===== config.mk =====
export PLATFORM = sky130hd
export DESIGN_NAME = positional_list_engine_unit
export DESIGN_NICKNAME = d
export VERILOG_FILES = /design/src/rtl/ple_pkg.sv /design/src/rtl/ple_ram.sv /design/src/rtl/ple_ctrl.sv /design/src/rtl/positional_list_engine_unit.sv
export SDC_FILE = /design/constraint.sdc
export NUM_CORES = 2
export LEC_CHECK = 0
export ABC_CLOCK_PERIOD_IN_PS = 8990
export BUFFER_PORTS_ARGS = -buffer_cell sky130_fd_sc_hd__buf_2
export CAP_MARGIN = 15
export CORE_MARGIN = 2
export CORE_UTILIZATION = 40
export DETAILED_ROUTE_END_ITERATION = 10
export GPL_TIMING_DRIVEN = 1
export PLACE_DENSITY = 0.54
export SLEW_MARGIN = 20
export SYNTH_ARGS = -nofsm -noshare
export SYNTH_HDL_FRONTEND = slang
export SYNTH_SLANG_ARGS = --single-unit
export TNS_END_PERCENT = 10

===== constraint.sdc =====
create_clock -name clk -period 8.99 [get_ports clk]
set_input_delay 0.899 -clock clk [delete_from_list [all_inputs] [get_ports clk]]
set_output_delay 0.899 -clock clk [all_outputs]
set_load 0.005 [all_outputs]

===== src/rtl/ple_pkg.sv =====
// Shared types and constants for the positional list engine.
package ple_pkg;

    localparam int OPCODE_W   = 3;
    localparam int POSITION_W = 7;
    localparam int VALUE_W    = 32;
    localparam int STATUS_W   = 3;
    localparam int S_TDATA_W  = 40;
    localparam int M_TDATA_W  = 40;

    typedef enum logic [OPCODE_W-1:0] {
        OP_CREATE    = 3'd0,
        OP_INS_FRONT = 3'd1,
        OP_INS_END   = 3'd2,
        OP_INS_AT    = 3'd3,
        OP_DEL_FIRST = 3'd4,
        OP_DEL_LAST  = 3'd5,
        OP_DEL_AT    = 3'd6,
        OP_DISPLAY   = 3'd7
    } opcode_t;

    typedef enum logic [STATUS_W-1:0] {
        ST_OK     = 3'd0,
        ST_EXISTS = 3'd1,
        ST_EMPTY  = 3'd2,
        ST_BADPOS = 3'd3,
        ST_FULL   = 3'd4
    } status_t;

    // One result transaction handed from the sequencer to the output register.
    typedef struct packed {
        logic                      valid;
        status_t                   status;
        logic signed [VALUE_W-1:0] value;
        logic [POSITION_W-1:0]     position;
        logic                      last;
    } res_t;

endpackage


===== src/rtl/ple_ram.sv =====
// Generic single-write, single-read RAM with a registered read port.
module ple_ram #(
    parameter int WIDTH = 32,
    parameter int DEPTH = 64
) (
    input  logic                     clk,
    input  logic                     we,
    input  logic [$clog2(DEPTH)-1:0] wr_addr,
    input  logic [WIDTH-1:0]         wr_data,
    input  logic                     re,
    input  logic [$clog2(DEPTH)-1:0] rd_addr,
    output logic [WIDTH-1:0]         rd_data
);

    logic [WIDTH-1:0] mem [DEPTH];
    logic [WIDTH-1:0] rd_data_reg;

    always_ff @(posedge clk)
    begin
        if (we)
        begin
            mem[wr_addr] <= wr_data;
        end
        if (re)
        begin
            rd_data_reg <= mem[rd_addr];
        end
    end

    assign rd_data = rd_data_reg;

endmodule


===== src/rtl/ple_ctrl.sv =====
// Sequencer that decodes a list operation and walks the entry RAM one slot a cycle when shifting entries.
module ple_ctrl #(
    parameter int CAPACITY = 64
) (
    input  logic                                 clk,
    input  logic                                 rst_n,
    input  logic                                 in_valid,
    output logic                                 in_ready,
    input  ple_pkg::opcode_t                     in_opcode,
    input  logic [ple_pkg::POSITION_W-1:0]       in_position,
    input  logic signed [ple_pkg::VALUE_W-1:0]   in_value,
    output logic                                 ram_we,
    output logic [$clog2(CAPACITY)-1:0]          ram_wr_addr,
    output logic [ple_pkg::VALUE_W-1:0]          ram_wr_data,
    output logic                                 ram_re,
    output logic [$clog2(CAPACITY)-1:0]          ram_rd_addr,
    input  logic [ple_pkg::VALUE_W-1:0]          ram_rd_data,
    output ple_pkg::res_t                        res,
    input  logic                                 res_ready
);
    import ple_pkg::*;

    localparam int AW = $clog2(CAPACITY);
    localparam int LW = $clog2(CAPACITY + 1);
    localparam int CW = ((LW > POSITION_W) ? LW : POSITION_W) + 1;

    typedef enum logic [2:0] {
        S_IDLE,
        S_DECODE,
        S_SHIFT_UP,
        S_INS_WR,
        S_DEL_RD,
        S_SHIFT_DN,
        S_DISP_WAIT,
        S_EMIT
    } state_t;

    state_t                    state_reg, state_next;
    logic [LW-1:0]             len_reg, len_next;
    logic                      res_valid_reg, res_valid_next;
    opcode_t                   op_reg, op_next;
    logic [POSITION_W-1:0]     pos_reg, pos_next;
    logic signed [VALUE_W-1:0] val_reg, val_next;
    logic [AW-1:0]             tgt_reg, tgt_next;
    logic [AW-1:0]             addr_reg, addr_next;
    res_t                      res_reg, res_next;

    logic [CW-1:0] len_ext, len_inc, len_dec, pos_ext, pos_dec, addr_pos;
    logic [AW-1:0] last_idx, addr_inc, addr_dec, tgt_w;
    logic          is_empty, is_full, bad_ins, bad_del;

    // The index incrementer and decrementer compute the walk addresses.
    assign len_ext  = CW'(len_reg);
    assign len_inc  = len_ext + CW'(1);
    assign len_dec  = len_ext - CW'(1);
    assign pos_ext  = CW'(pos_reg);
    assign pos_dec  = pos_ext - CW'(1);
    assign addr_pos = CW'(addr_reg) + CW'(1);
    assign last_idx = len_dec[AW-1:0];
    assign addr_inc = addr_reg + AW'(1);
    assign addr_dec = addr_reg - AW'(1);
    assign is_empty = (len_reg == '0);
    assign is_full  = (len_reg == LW'(CAPACITY));
    assign bad_ins  = (pos_reg == '0) || (pos_ext > len_inc);
    assign bad_del  = (pos_reg == '0) || (pos_ext > len_ext);

    always_comb
    begin
        state_next     = state_reg;
        len_next       = len_reg;
        res_valid_next = res_valid_reg;
        op_next        = op_reg;
        pos_next       = pos_reg;
        val_next       = val_reg;
        tgt_next       = tgt_reg;
        addr_next      = addr_reg;
        res_next       = res_reg;
        ram_we         = 1'b0;
        ram_wr_addr    = addr_inc;
        ram_wr_data    = ram_rd_data;
        ram_re         = 1'b0;
        ram_rd_addr    = addr_dec;
        tgt_w          = '0;

        case (state_reg)
            S_IDLE:
            begin
                if (in_valid)
                begin
                    op_next    = in_opcode;
                    pos_next   = in_position;
                    val_next   = in_value;
                    state_next = S_DECODE;
                end
            end

            S_DECODE:
            begin
                // Errors and the simple success results go straight to the emit state.
                res_next.status   = ST_OK;
                res_next.value    = val_reg;
                res_next.position = 7'd1;
                res_next.last     = 1'b1;
                case (op_reg)
                    OP_CREATE:
                    begin
                        if (!is_empty)
                        begin
                            res_next.status = ST_EXISTS;
                        end
                        else
                        begin
                            ram_we      = 1'b1;
                            ram_wr_addr = '0;
                            ram_wr_data = val_reg;
                            len_next    = LW'(1);
                        end
                        state_next = S_EMIT;
                    end

                    OP_INS_FRONT, OP_INS_END, OP_INS_AT:
                    begin
                        if (op_reg == OP_INS_AT && bad_ins)
                        begin
                            res_next.status = ST_BADPOS;
                            state_next      = S_EMIT;
                        end
                        else if (is_full)
                        begin
                            res_next.status = ST_FULL;
                            state_next      = S_EMIT;
                        end
                        else
                        begin
                            if (op_reg == OP_INS_FRONT)
                            begin
                                tgt_w = '0;
                            end
                            else if (op_reg == OP_INS_END)
                            begin
                                tgt_w             = len_ext[AW-1:0];
                                res_next.position = len_inc[POSITION_W-1:0];
                            end
                            else
                            begin
                                tgt_w             = pos_dec[AW-1:0];
                                res_next.position = pos_reg;
                            end
                            tgt_next = tgt_w;
                            if (CW'(tgt_w) == len_ext)
                            begin
                                state_next = S_INS_WR;
                            end
                            else
                            begin
                                ram_re      = 1'b1;
                                ram_rd_addr = last_idx;
                                addr_next   = last_idx;
                                state_next  = S_SHIFT_UP;
                            end
                        end
                    end

                    OP_DEL_FIRST, OP_DEL_LAST, OP_DEL_AT:
                    begin
                        if (is_empty)
                        begin
                            res_next.status = ST_EMPTY;
                            state_next      = S_EMIT;
                        end
                        else if (op_reg == OP_DEL_AT && bad_del)
                        begin
                            res_next.status = ST_BADPOS;
                            state_next      = S_EMIT;
                        end
                        else
                        begin
                            if (op_reg == OP_DEL_FIRST)
                            begin
                                tgt_w = '0;
                            end
                            else if (op_reg == OP_DEL_LAST)
                            begin
                                tgt_w             = last_idx;
                                res_next.position = len_ext[POSITION_W-1:0];
                            end
                            else
                            begin
                                tgt_w             = pos_dec[AW-1:0];
                                res_next.position = pos_reg;
                            end
                            tgt_next    = tgt_w;
                            ram_re      = 1'b1;
                            ram_rd_addr = tgt_w;
                            addr_next   = tgt_w;
                            state_next  = S_DEL_RD;
                        end
                    end

                    OP_DISPLAY:
                    begin
                        if (is_empty)
                        begin
                            res_next.status = ST_EMPTY;
                            state_next      = S_EMIT;
                        end
                        else
                        begin
                            ram_re      = 1'b1;
                            ram_rd_addr = '0;
                            addr_next   = '0;
                            state_next  = S_DISP_WAIT;
                        end
                    end

                    default:
                    begin
                        state_next = S_EMIT;
                    end
                endcase
                if (res_next.status != ST_OK)
                begin
                    res_next.value    = '0;
                    res_next.position = '0;
                end
                if (state_next == S_EMIT)
                begin
                    res_valid_next = 1'b1;
                end
            end

            S_SHIFT_UP:
            begin
                // Move the entry read last cycle up one slot, then read the one below.
                ram_we      = 1'b1;
                ram_wr_addr = addr_inc;
                ram_wr_data = ram_rd_data;
                if (addr_reg == tgt_reg)
                begin
                    state_next = S_INS_WR;
                end
                else
                begin
                    ram_re      = 1'b1;
                    ram_rd_addr = addr_dec;
                    addr_next   = addr_dec;
                end
            end

            S_INS_WR:
            begin
                ram_we         = 1'b1;
                ram_wr_addr    = tgt_reg;
                ram_wr_data    = val_reg;
                len_next       = len_inc[LW-1:0];
                res_valid_next = 1'b1;
                state_next     = S_EMIT;
            end

            S_DEL_RD:
            begin
                res_next.value = signed'(ram_rd_data);
                if (addr_reg == last_idx)
                begin
                    len_next       = len_dec[LW-1:0];
                    res_valid_next = 1'b1;
                    state_next     = S_EMIT;
                end
                else
                begin
                    ram_re      = 1'b1;
                    ram_rd_addr = addr_inc;
                    addr_next   = addr_inc;
                    state_next  = S_SHIFT_DN;
                end
            end

            S_SHIFT_DN:
            begin
                // Move the entry read last cycle down one slot, then read the next one.
                ram_we      = 1'b1;
                ram_wr_addr = addr_dec;
                ram_wr_data = ram_rd_data;
                if (addr_reg == last_idx)
                begin
                    len_next       = len_dec[LW-1:0];
                    res_valid_next = 1'b1;
                    state_next     = S_EMIT;
                end
                else
                begin
                    ram_re      = 1'b1;
                    ram_rd_addr = addr_inc;
                    addr_next   = addr_inc;
                end
            end

            S_DISP_WAIT:
            begin
                res_next.status   = ST_OK;
                res_next.value    = signed'(ram_rd_data);
                res_next.position = addr_pos[POSITION_W-1:0];
                res_next.last     = (addr_reg == last_idx);
                res_valid_next    = 1'b1;
                state_next        = S_EMIT;
            end

            S_EMIT:
            begin
                if (res_ready)
                begin
                    res_valid_next = 1'b0;
                    if (res_reg.last)
                    begin
                        state_next = S_IDLE;
                    end
                    else
                    begin
                        ram_re      = 1'b1;
                        ram_rd_addr = addr_inc;
                        addr_next   = addr_inc;
                        state_next  = S_DISP_WAIT;
                    end
                end
            end

            default:
            begin
                state_next = S_IDLE;
            end
        endcase
    end

    always_ff @(posedge clk or negedge rst_n)
    begin
        if (!rst_n)
        begin
            state_reg     <= S_IDLE;
            len_reg       <= '0;
            res_valid_reg <= 1'b0;
        end
        else
        begin
            state_reg     <= state_next;
            len_reg       <= len_next;
            res_valid_reg <= res_valid_next;
        end
    end

    always_ff @(posedge clk)
    begin
        op_reg   <= op_next;
        pos_reg  <= pos_next;
        val_reg  <= val_next;
        tgt_reg  <= tgt_next;
        addr_reg <= addr_next;
        res_reg  <= res_next;
    end

    assign in_ready = (state_reg == S_IDLE);

    always_comb
    begin
        res       = res_reg;
        res.valid = res_valid_reg;
    end

    // The list never grows past its capacity.
    a_len_bound: assert property (@(posedge clk) disable iff (!rst_n)
        len_reg <= LW'(CAPACITY))
        else $error("list length beyond capacity");

    // Writes land inside the list or on the slot just past its end.
    a_wr_in_list: assert property (@(posedge clk) disable iff (!rst_n)
        ram_we |-> (LW'(ram_wr_addr) <= len_reg))
        else $error("RAM write beyond the end of the list");

    // Reads only touch live entries.
    a_rd_in_list: assert property (@(posedge clk) disable iff (!rst_n)
        ram_re |-> (LW'(ram_rd_addr) < len_reg))
        else $error("RAM read of an entry outside the list");

    // A walk never reads and writes the same slot in one cycle.
    a_no_rw_clash: assert property (@(posedge clk) disable iff (!rst_n)
        (ram_we && ram_re) |-> (ram_wr_addr != ram_rd_addr))
        else $error("RAM read and write collide");

    // No result is offered while a new transaction can be taken.
    a_res_not_idle: assert property (@(posedge clk) disable iff (!rst_n)
        res_valid_reg |-> !in_ready)
        else $error("result pending while the sequencer is idle");

endmodule


===== src/rtl/positional_list_engine_unit.sv =====
// Top level of the positional list engine: stream ports, entry RAM, sequencer, output register.
//
// This block keeps an ordered list of up to CAPACITY signed 32-bit values in a
// single RAM, front entry at address 0, and applies one list operation per input
// transaction. Each input transaction carries an opcode in s_tuser and a 1-based
// position and a value in s_tdata. Every operation returns exactly one result
// transaction except display, which returns one result per entry in order with
// m_tlast set on the final one (an empty list returns a single error result).
// The block handles one operation at a time and drops s_tready until the
// operation's last result has been moved into the output register. Timing is
// set by the entry RAM, which has one write port and one registered read port,
// so a positional insert or delete moves one entry per cycle. The output
// register lets the next result be prepared while the current one waits. RAM
// entries are never read before they are written, so no clearing pass runs
// after reset.
module positional_list_engine_unit #(
    parameter int CAPACITY = 64
) (
    input  logic                             clk,
    input  logic                             rst_n,
    input  logic                             s_tvalid,
    output logic                             s_tready,
    // s_tdata: [6:0] position, [38:7] value, [39] zero.
    input  logic [ple_pkg::S_TDATA_W-1:0]    s_tdata,
    // s_tuser: [2:0] opcode.
    input  logic [ple_pkg::OPCODE_W-1:0]     s_tuser,
    output logic                             m_tvalid,
    input  logic                             m_tready,
    // m_tdata: [31:0] result_value, [38:32] result_position, [39] zero.
    output logic [ple_pkg::M_TDATA_W-1:0]    m_tdata,
    // m_tuser: [2:0] status.
    output logic [ple_pkg::STATUS_W-1:0]     m_tuser,
    // m_tlast: set on the final result of an input transaction.
    output logic                             m_tlast
);
    import ple_pkg::*;

    localparam int AW = $clog2(CAPACITY);

    logic                  ram_we;
    logic [AW-1:0]         ram_wr_addr;
    logic [VALUE_W-1:0]    ram_wr_data;
    logic                  ram_re;
    logic [AW-1:0]         ram_rd_addr;
    logic [VALUE_W-1:0]    ram_rd_data;
    res_t                  res;
    logic                  res_ready;

    logic                  m_tvalid_reg;
    status_t               status_reg;
    logic [VALUE_W-1:0]    value_reg;
    logic [POSITION_W-1:0] position_reg;
    logic                  last_reg;

    ple_ram #(
        .WIDTH (VALUE_W),
        .DEPTH (CAPACITY)
    ) u_entries (
        .clk     (clk),
        .we      (ram_we),
        .wr_addr (ram_wr_addr),
        .wr_data (ram_wr_data),
        .re      (ram_re),
        .rd_addr (ram_rd_addr),
        .rd_data (ram_rd_data)
    );

    ple_ctrl #(
        .CAPACITY (CAPACITY)
    ) u_ctrl (
        .clk         (clk),
        .rst_n       (rst_n),
        .in_valid    (s_tvalid),
        .in_ready    (s_tready),
        .in_opcode   (opcode_t'(s_tuser)),
        .in_position (s_tdata[POSITION_W-1:0]),
        .in_value    (signed'(s_tdata[POSITION_W+VALUE_W-1:POSITION_W])),
        .ram_we      (ram_we),
        .ram_wr_addr (ram_wr_addr),
        .ram_wr_data (ram_wr_data),
        .ram_re      (ram_re),
        .ram_rd_addr (ram_rd_addr),
        .ram_rd_data (ram_rd_data),
        .res         (res),
        .res_ready   (res_ready)
    );

    // The output register takes a new result whenever it is empty or being drained.
    assign res_ready = !m_tvalid_reg || m_tready;

    always_ff @(posedge clk or negedge rst_n)
    begin
        if (!rst_n)
        begin
            m_tvalid_reg <= 1'b0;
        end
        else if (res_ready)
        begin
            m_tvalid_reg <= res.valid;
        end
    end

    always_ff @(posedge clk)
    begin
        if (res_ready && res.valid)
        begin
            status_reg   <= res.status;
            value_reg    <= res.value;
            position_reg <= res.position;
            last_reg     <= res.last;
        end
    end

    assign m_tvalid = m_tvalid_reg;
    assign m_tuser  = status_reg;
    assign m_tlast  = last_reg;
    assign m_tdata  = {{(M_TDATA_W - VALUE_W - POSITION_W){1'b0}}, position_reg, value_reg};

endmodule


### Word level (Yosys, flattened, before mapping)

Memories as Yosys holds them, arrays and structs flattened. A register that Yosys moved wholly into a read port is not among the register bits.
Index checks and enable logic that the tools add are counted.

* flip-flop bits (word level): 152
* RAM bits: 2048
* input bits: 47
* output and inout bits: 46
* logic and storage cells: 198
* memories: 1

* add/sub/neg operators: 6
* order comparisons: 2
* equality and inequality tests: 41
* muxes and demuxes: 101
* reductions and logical operators: 30

Memories
* u_entries.mem: words 64, width 32, read ports 1, clocked after memory_dff 1, wr ports 1, line ple_ram.sv:15 `logic [WIDTH-1:0] mem [DEPTH];`

Operator list (number)
* 6-bit two-way mux: 31
* 32-bit one-hot mux with 2 select lines: 2
* 7-bit two-way mux: 11
* 6-bit one-hot mux with 3 select lines: 4
* 32-bit two-way mux: 2
* 3-bit two-way mux: 13
* 39-bit two-way mux: 1
* 3-bit == test (second input constant): 9
* 3-bit one-hot mux with 4 select lines: 2
* 6-bit one-hot mux with 4 select lines: 1
* 3-bit one-hot mux with 7 select lines: 1
* 7-bit one-hot mux with 3 select lines: 1
* 1-bit two-way mux: 20
* 2-bit inequality test (second input constant): 10
* 3-bit inequality test (second input constant): 6
* 8-bit one-hot mux with 2 select lines: 1
* 7-bit logical NOT: 2
* 7-bit one-hot mux with 2 select lines: 1
* 3-bit by 2-bit == test with 1-bit output (second input constant): 4
* 6-bit == test: 2
* 6-bit one-hot mux with 2 select lines: 1
* 12-bit AND reduction: 1
* 4-bit AND reduction: 3
* 6-bit by 1-bit subtractor with 6-bit output (second input constant): 2
* 27 further kinds: 49

### Longest topological paths before layout

* word-level depth: 16
* gate-level depth with buffers: 23
* depth with buffers taken out: 17

### Modules after synthesis

A second synthesis with hierarchy kept.

* cells, all modules: 4299
* area, all modules: 87662.8 µm²

Modules (own cells, without submodules)
* ple_ram: instances 1, cells an instance 3511, area each 79359.9 µm²
* ple_ctrl: instances 1, cells an instance 739, area each 6946.7 µm²
* positional_list_engine_unit: instances 1, cells an instance 49, area each 1356.3 µm²

### Worst setup path after synthesis

Ideal clock, no wire load.

* path kind: register to register
* from: register u_ctrl.len_reg[0]
* to: register u_entries.rd_data_reg[10], in the netlist u_entries.rd_data[10], read port of u_entries.mem (data pin)
* library setup time: 0.270 ns
* data arrival time: 4.698 ns
* data required time: 8.720 ns
* slack: 4.023 ns
* cell stages (with the launch flop): 23
* buffers on the path: 6
* period minus slack after synthesis: 4.967 ns
* path through: dfrtp_1 buf_2 inv_1 ha_1 clkbuf_1 inv_1 ha_1 nand2b_1 a21oi_1 nor2_1 o311ai_1 o211ai_1 a311oi_4 or3_1 buf_4 buf_6 buf_6 buf_4 mux2i_1 mux2i_1 mux2_2 a22oi_1 o311ai_1

* word-level cells in the longest chain between the ends: 12

RTL lines
* start: declaration: line ple_ctrl.sv:39 `logic [LW-1:0] len_reg, len_next;`
* start signal: assignment: line ple_ctrl.sv:345 `len_reg <= len_next;`
* branches (longest 12 deep; another with 7-bit by 1-bit adder with 8-bit output)
* end: declaration: line ple_ram.sv:16 `logic [WIDTH-1:0] rd_data_reg;`

Several ways; the timed one is not identified. The select of a mux whose other input is x is not followed.
A chain may end at the register's enable or synchronous reset.

### Worst setup path in the final report

* from: register u_ctrl.len_reg[0]
* to: register u_entries.rd_data_reg[9], in the netlist u_entries.rd_data[9], read port of u_entries.mem (data pin)

The elaborated chain is that of the path after synthesis.

==> flow_results.org <==
** Route
- The detailed router placed around 50,000 vias in this run.
- Antenna viol nets, final :: 0
- In the routed layout, each cell is associated on average with a via count of about 5.7.
- In the final routed layout, each cell accounts on average for between 20 and 30 microns.
- Final Routed Wirelength :: ~260,000 microns
- For this block, the initial DRC count from the detailed router was about 6,000.
- After detailed routing, the number of remaining DRC violations is 0.
- The first detailed-routing pass ran for 6 iterations.

** Final layout
- Leaving out fill and tap cells, the most frequent cells in the layout are sky130_fd_sc_hd__edfxtp_1 (2,220), sky130_fd_sc_hd__nand2_1 (880), sky130_fd_sc_hd__mux2i_1 (378).
- The register with the most flip-flops in the layout has slightly above 2,000 of them.
- Relative to the synthesized area, the layout overhead comes to 13.4%.
- In the final layout, the share of cells above drive strength 1 is 0.170.
- Layout net count :: ~5,700
- End-of-flow core utilization :: 0.456
- Count of fill cells added during filler insertion :: about 19,000
- Commonest non-fill, non-tap cell in the layout :: sky130_fd_sc_hd__edfxtp_1

** Placed design
- In this run the tool buffered the top-level ports with 90 buffer cells.
- Placer Congestion :: ~0.87
- DP Wirelength :: 147,000 microns

** Floorplan
- Die area :: between 200,000 and 250,000 sq um
- Starting density of the core :: 0.402
- The floorplan has between 150 and 200 rows.
- Die span in y :: around 480 microns
- Number of top-level design ports :: 93
- Area of the core region :: 224,000 sq um
- Floorplan die width :: roughly 480 microns

** Critical path
- The signal on the critical path passes through inv_1 > ha_1 > inv_1 > ha_1 > nand2b_1 > a21oi_1 > nor2_1 > o311ai_1 > o211ai_1 > a311oi_4 > buf_4 > or3_4 > buf_12 > buf_4 > buf_4 > nand2_1 > and3_1 > a31oi_1 > o221ai_1 > o311ai_1.
- The worst setup path is launched from a flip-flop.
- The worst setup path is of the flip-flop to flip-flop kind.
- The worst register-to-register path ends at u_entries.rd_data[9].
- Slowest stage cell on the critical path :: sky130_fd_sc_hd__o311ai_1
- Start of the worst register-to-register path :: u_ctrl.len_reg[0]
- Of all nets on the critical path, the largest fanout is 27.
- Tracing the worst setup path back leads to its startpoint at u_ctrl.len_reg[0].
- Worst R2R Path Depth :: 20
- Kind of end point of the critical path :: flip-flop
- Slack of the worst reg-to-reg path :: around 1500 ps
- Worst setup path end :: u_entries.rd_data[9]
- CP Data Required Time :: 9580 ps
- On the worst path, the slowest cell contributes a delay of 760 ps.
- For the worst setup path, the data arrival time is 8120 ps.
- The cell that appears most often on the critical path is sky130_fd_sc_hd__buf_4.

** GRT
- Maximum number of pins on one net before global-route repair :: between 100 and 150
- The number of antenna violations at the first check in global routing came to 15.
- Vias in the first global route :: slightly below 50,000
- The total overflow left after global routing is 0.
- First-pass GRT wire length :: around 370,000 microns
- Across every metal layer, demand over resource in global routing totals 0.222.

** STA
- The worst pin sits at a relative slew slack of 0.231.
- Worst Max-Slew Pin Slew :: ~1200 ps
- Fraction of the cycle the final worst path needs :: 0.838
- The number of hold violations in the final report came to 0.
- Max-slew violation total from the final report :: 0
- Summed negative setup slack over all endpoints :: 0 ps
- Setup repair after global routing left no endpoint under its margin.
- Setup violations remaining at the end of the flow were counted as 0.
- Max Freq :: between 0.1 and 0.15 GHz
- The routed design could run at a clock period as short as 7530 ps.
- Final worst clock skew :: between 40 and 50 ps

** Synth
- Primary FF master, synth :: sky130_fd_sc_hd__edfxtp_1
- The netlist uses 90 different library cells.
- #FFs+latches synth :: between 2,000 and 2,500
- Cell count after synthesis :: ~5,500
- The share of the Yosys chip area taken by registers is 0.743.
- Yosys warns :: 0
- Share of flip-flops with an asynchronous set or reset after synthesis :: 0.00538
- Number of flops mapped to enable cells by yosys :: about 2,200
- Averaged over all synthesized cells, the footprint is 16.5 sq um.
- The number of nets in the synthesized netlist is about 5,500.
- The mapped netlist covers approximately 90,000 sq um.

** Clock network
- Worst-skew pair later-pin latency :: approximately 880 ps
- Buffer type at the clock tree root :: sky130_fd_sc_hd__clkbuf_16
- The number of setup buffers added after CTS is 0.
- Maximum level of the CTS H-tree :: 4
- Clock-pin slew was measured on the worst setup and hold paths at about 60 ps.
- In this run the deepest clock path goes through 3 buffers.
- Number of sinks driven by the clock tree :: around 2,200
- Buffers inserted during clock tree synthesis total about 230.
- CTS tree :: yes

** Status
- Outcome :: finished clean

** Min path
- Path category of the worst min-delay check :: primary input to flip-flop

** Run
- Max-cap violations in this run came to 0.
layout make-up:
cell class / instances / area (sq um) / share of cell area
multi-input combinational: 2880 / 21900 / 0.214
antenna: 4 / 10.0 / 0.0000980
tap: 2992 / 3740 / 0.0366
clock buffer: 278 / 5940 / 0.0581
clock inverter: 136 / 1170 / 0.0115
timing repair buffer: 286 / 2360 / 0.0231
inverter: 22 / 82.6 / 0.000808
sequential: 2232 / 67000 / 0.655
kinds of logic (layout without fill, tap and decap cells):
group,Yosys count,after routing,synth area share
compound gates,716,716,0.0570
simple gates,1444,1444,0.0718
flops,2232,2232,0.743
buf+inv,356,722,0.0204
other cells,1,5,0.0000416
fa+ha+maj,19,19,0.00264
xor+xnor,38,38,0.00385
mux,662,662,0.101
worst max-delay path: cells and delay by family, from the launching register on:
kind                     cells  cell delay [ps]
adder cells (fa/ha/maj)      2              870
AND/OR/NAND/NOR              5              880
AO/OA/AOI/OAI                7             3090
flip-flops                   1              720
buffers and inverters        6             1620
per-stage QoR:
stage | std cells | cell area (sq um) | hold slack, ps | worst slack, ps
4_1_cts | 8826 | 102000 | 138 | 1520
6_report | 8830 | 102000 | 200 | 1460
2_1_floorplan | 5468 | 90100 | 400 | 4020
5_1_grt | 8827 | 102000 | 160 | 1160
3_5_place_dp | 8411 | 95000 | 405 | 1560
3_3_place_gp | 8410 | 95000 | 403 | 1580
synthesized netlist by cell type, types with 15 or more instances:
master,number,area share
sky130_fd_sc_hd__and3_1,190,0.013
sky130_fd_sc_hd__mux2i_1,378,0.042
sky130_fd_sc_hd__nor3_1,30,0.0017
sky130_fd_sc_hd__nor4b_1,32,0.0031
sky130_fd_sc_hd__edfxtp_1,2220,0.74
sky130_fd_sc_hd__o22ai_1,15,0.0010
sky130_fd_sc_hd__inv_1,16,0.00067
sky130_fd_sc_hd__buf_2,82,0.0046
sky130_fd_sc_hd__nand2_1,884,0.037
sky130_fd_sc_hd__buf_4,53,0.0044
sky130_fd_sc_hd__o311ai_1,32,0.0031
sky130_fd_sc_hd__nor2_1,141,0.0059
sky130_fd_sc_hd__a221o_1,37,0.0041
sky130_fd_sc_hd__xnor2_1,24,0.0023
sky130_fd_sc_hd__nand3_1,100,0.0056
sky130_fd_sc_hd__a21oi_1,179,0.0099
sky130_fd_sc_hd__a31oi_1,66,0.0046
sky130_fd_sc_hd__o221ai_1,33,0.0032
sky130_fd_sc_hd__a22o_1,62,0.0060
sky130_fd_sc_hd__a22oi_1,37,0.0031
sky130_fd_sc_hd__clkbuf_1,152,0.0063
sky130_fd_sc_hd__a311oi_1,72,0.0070
sky130_fd_sc_hd__o21ai_0,80,0.0044
sky130_fd_sc_hd__ha_1,19,0.0026
sky130_fd_sc_hd__buf_1,19,0.00079
sky130_fd_sc_hd__buf_6,27,0.0034
sky130_fd_sc_hd__mux2_2,98,0.012
sky130_fd_sc_hd__mux4_2,186,0.047
how the worst min path moves through the flow:
stage,start,endpoint,slack (ps),cells past startpoint
finish,s_tdata[11],u_ctrl.val_reg[4],200,1
global route,s_tdata[11],u_ctrl.val_reg[4],160,1
CTS,s_tdata[11],u_ctrl.val_reg[4],140,1
detailed placement,u_ctrl.res[6],position_reg[5],400,0
global placement,u_ctrl.res[7],position_reg[6],400,0
floorplan,u_ctrl.res[40],m_tuser[0],400,0
metal layers:
layer  GRT usage  wire (microns)
met4      0.0862           10400
met1       0.309          109000
met2       0.353          122000
met3      0.0309           17900
met5           0               0
what timing repair did:
item | CTS | global route
setup endpoints to repair | 0 | 0
resized for setup | 0 | 0
endpoints found under the hold margin | 12 | 0
hold buffers | 1 | 0
Power is not shown: default switching activity piles up to over one toggle a cycle in this logic, so the estimate is an artifact.
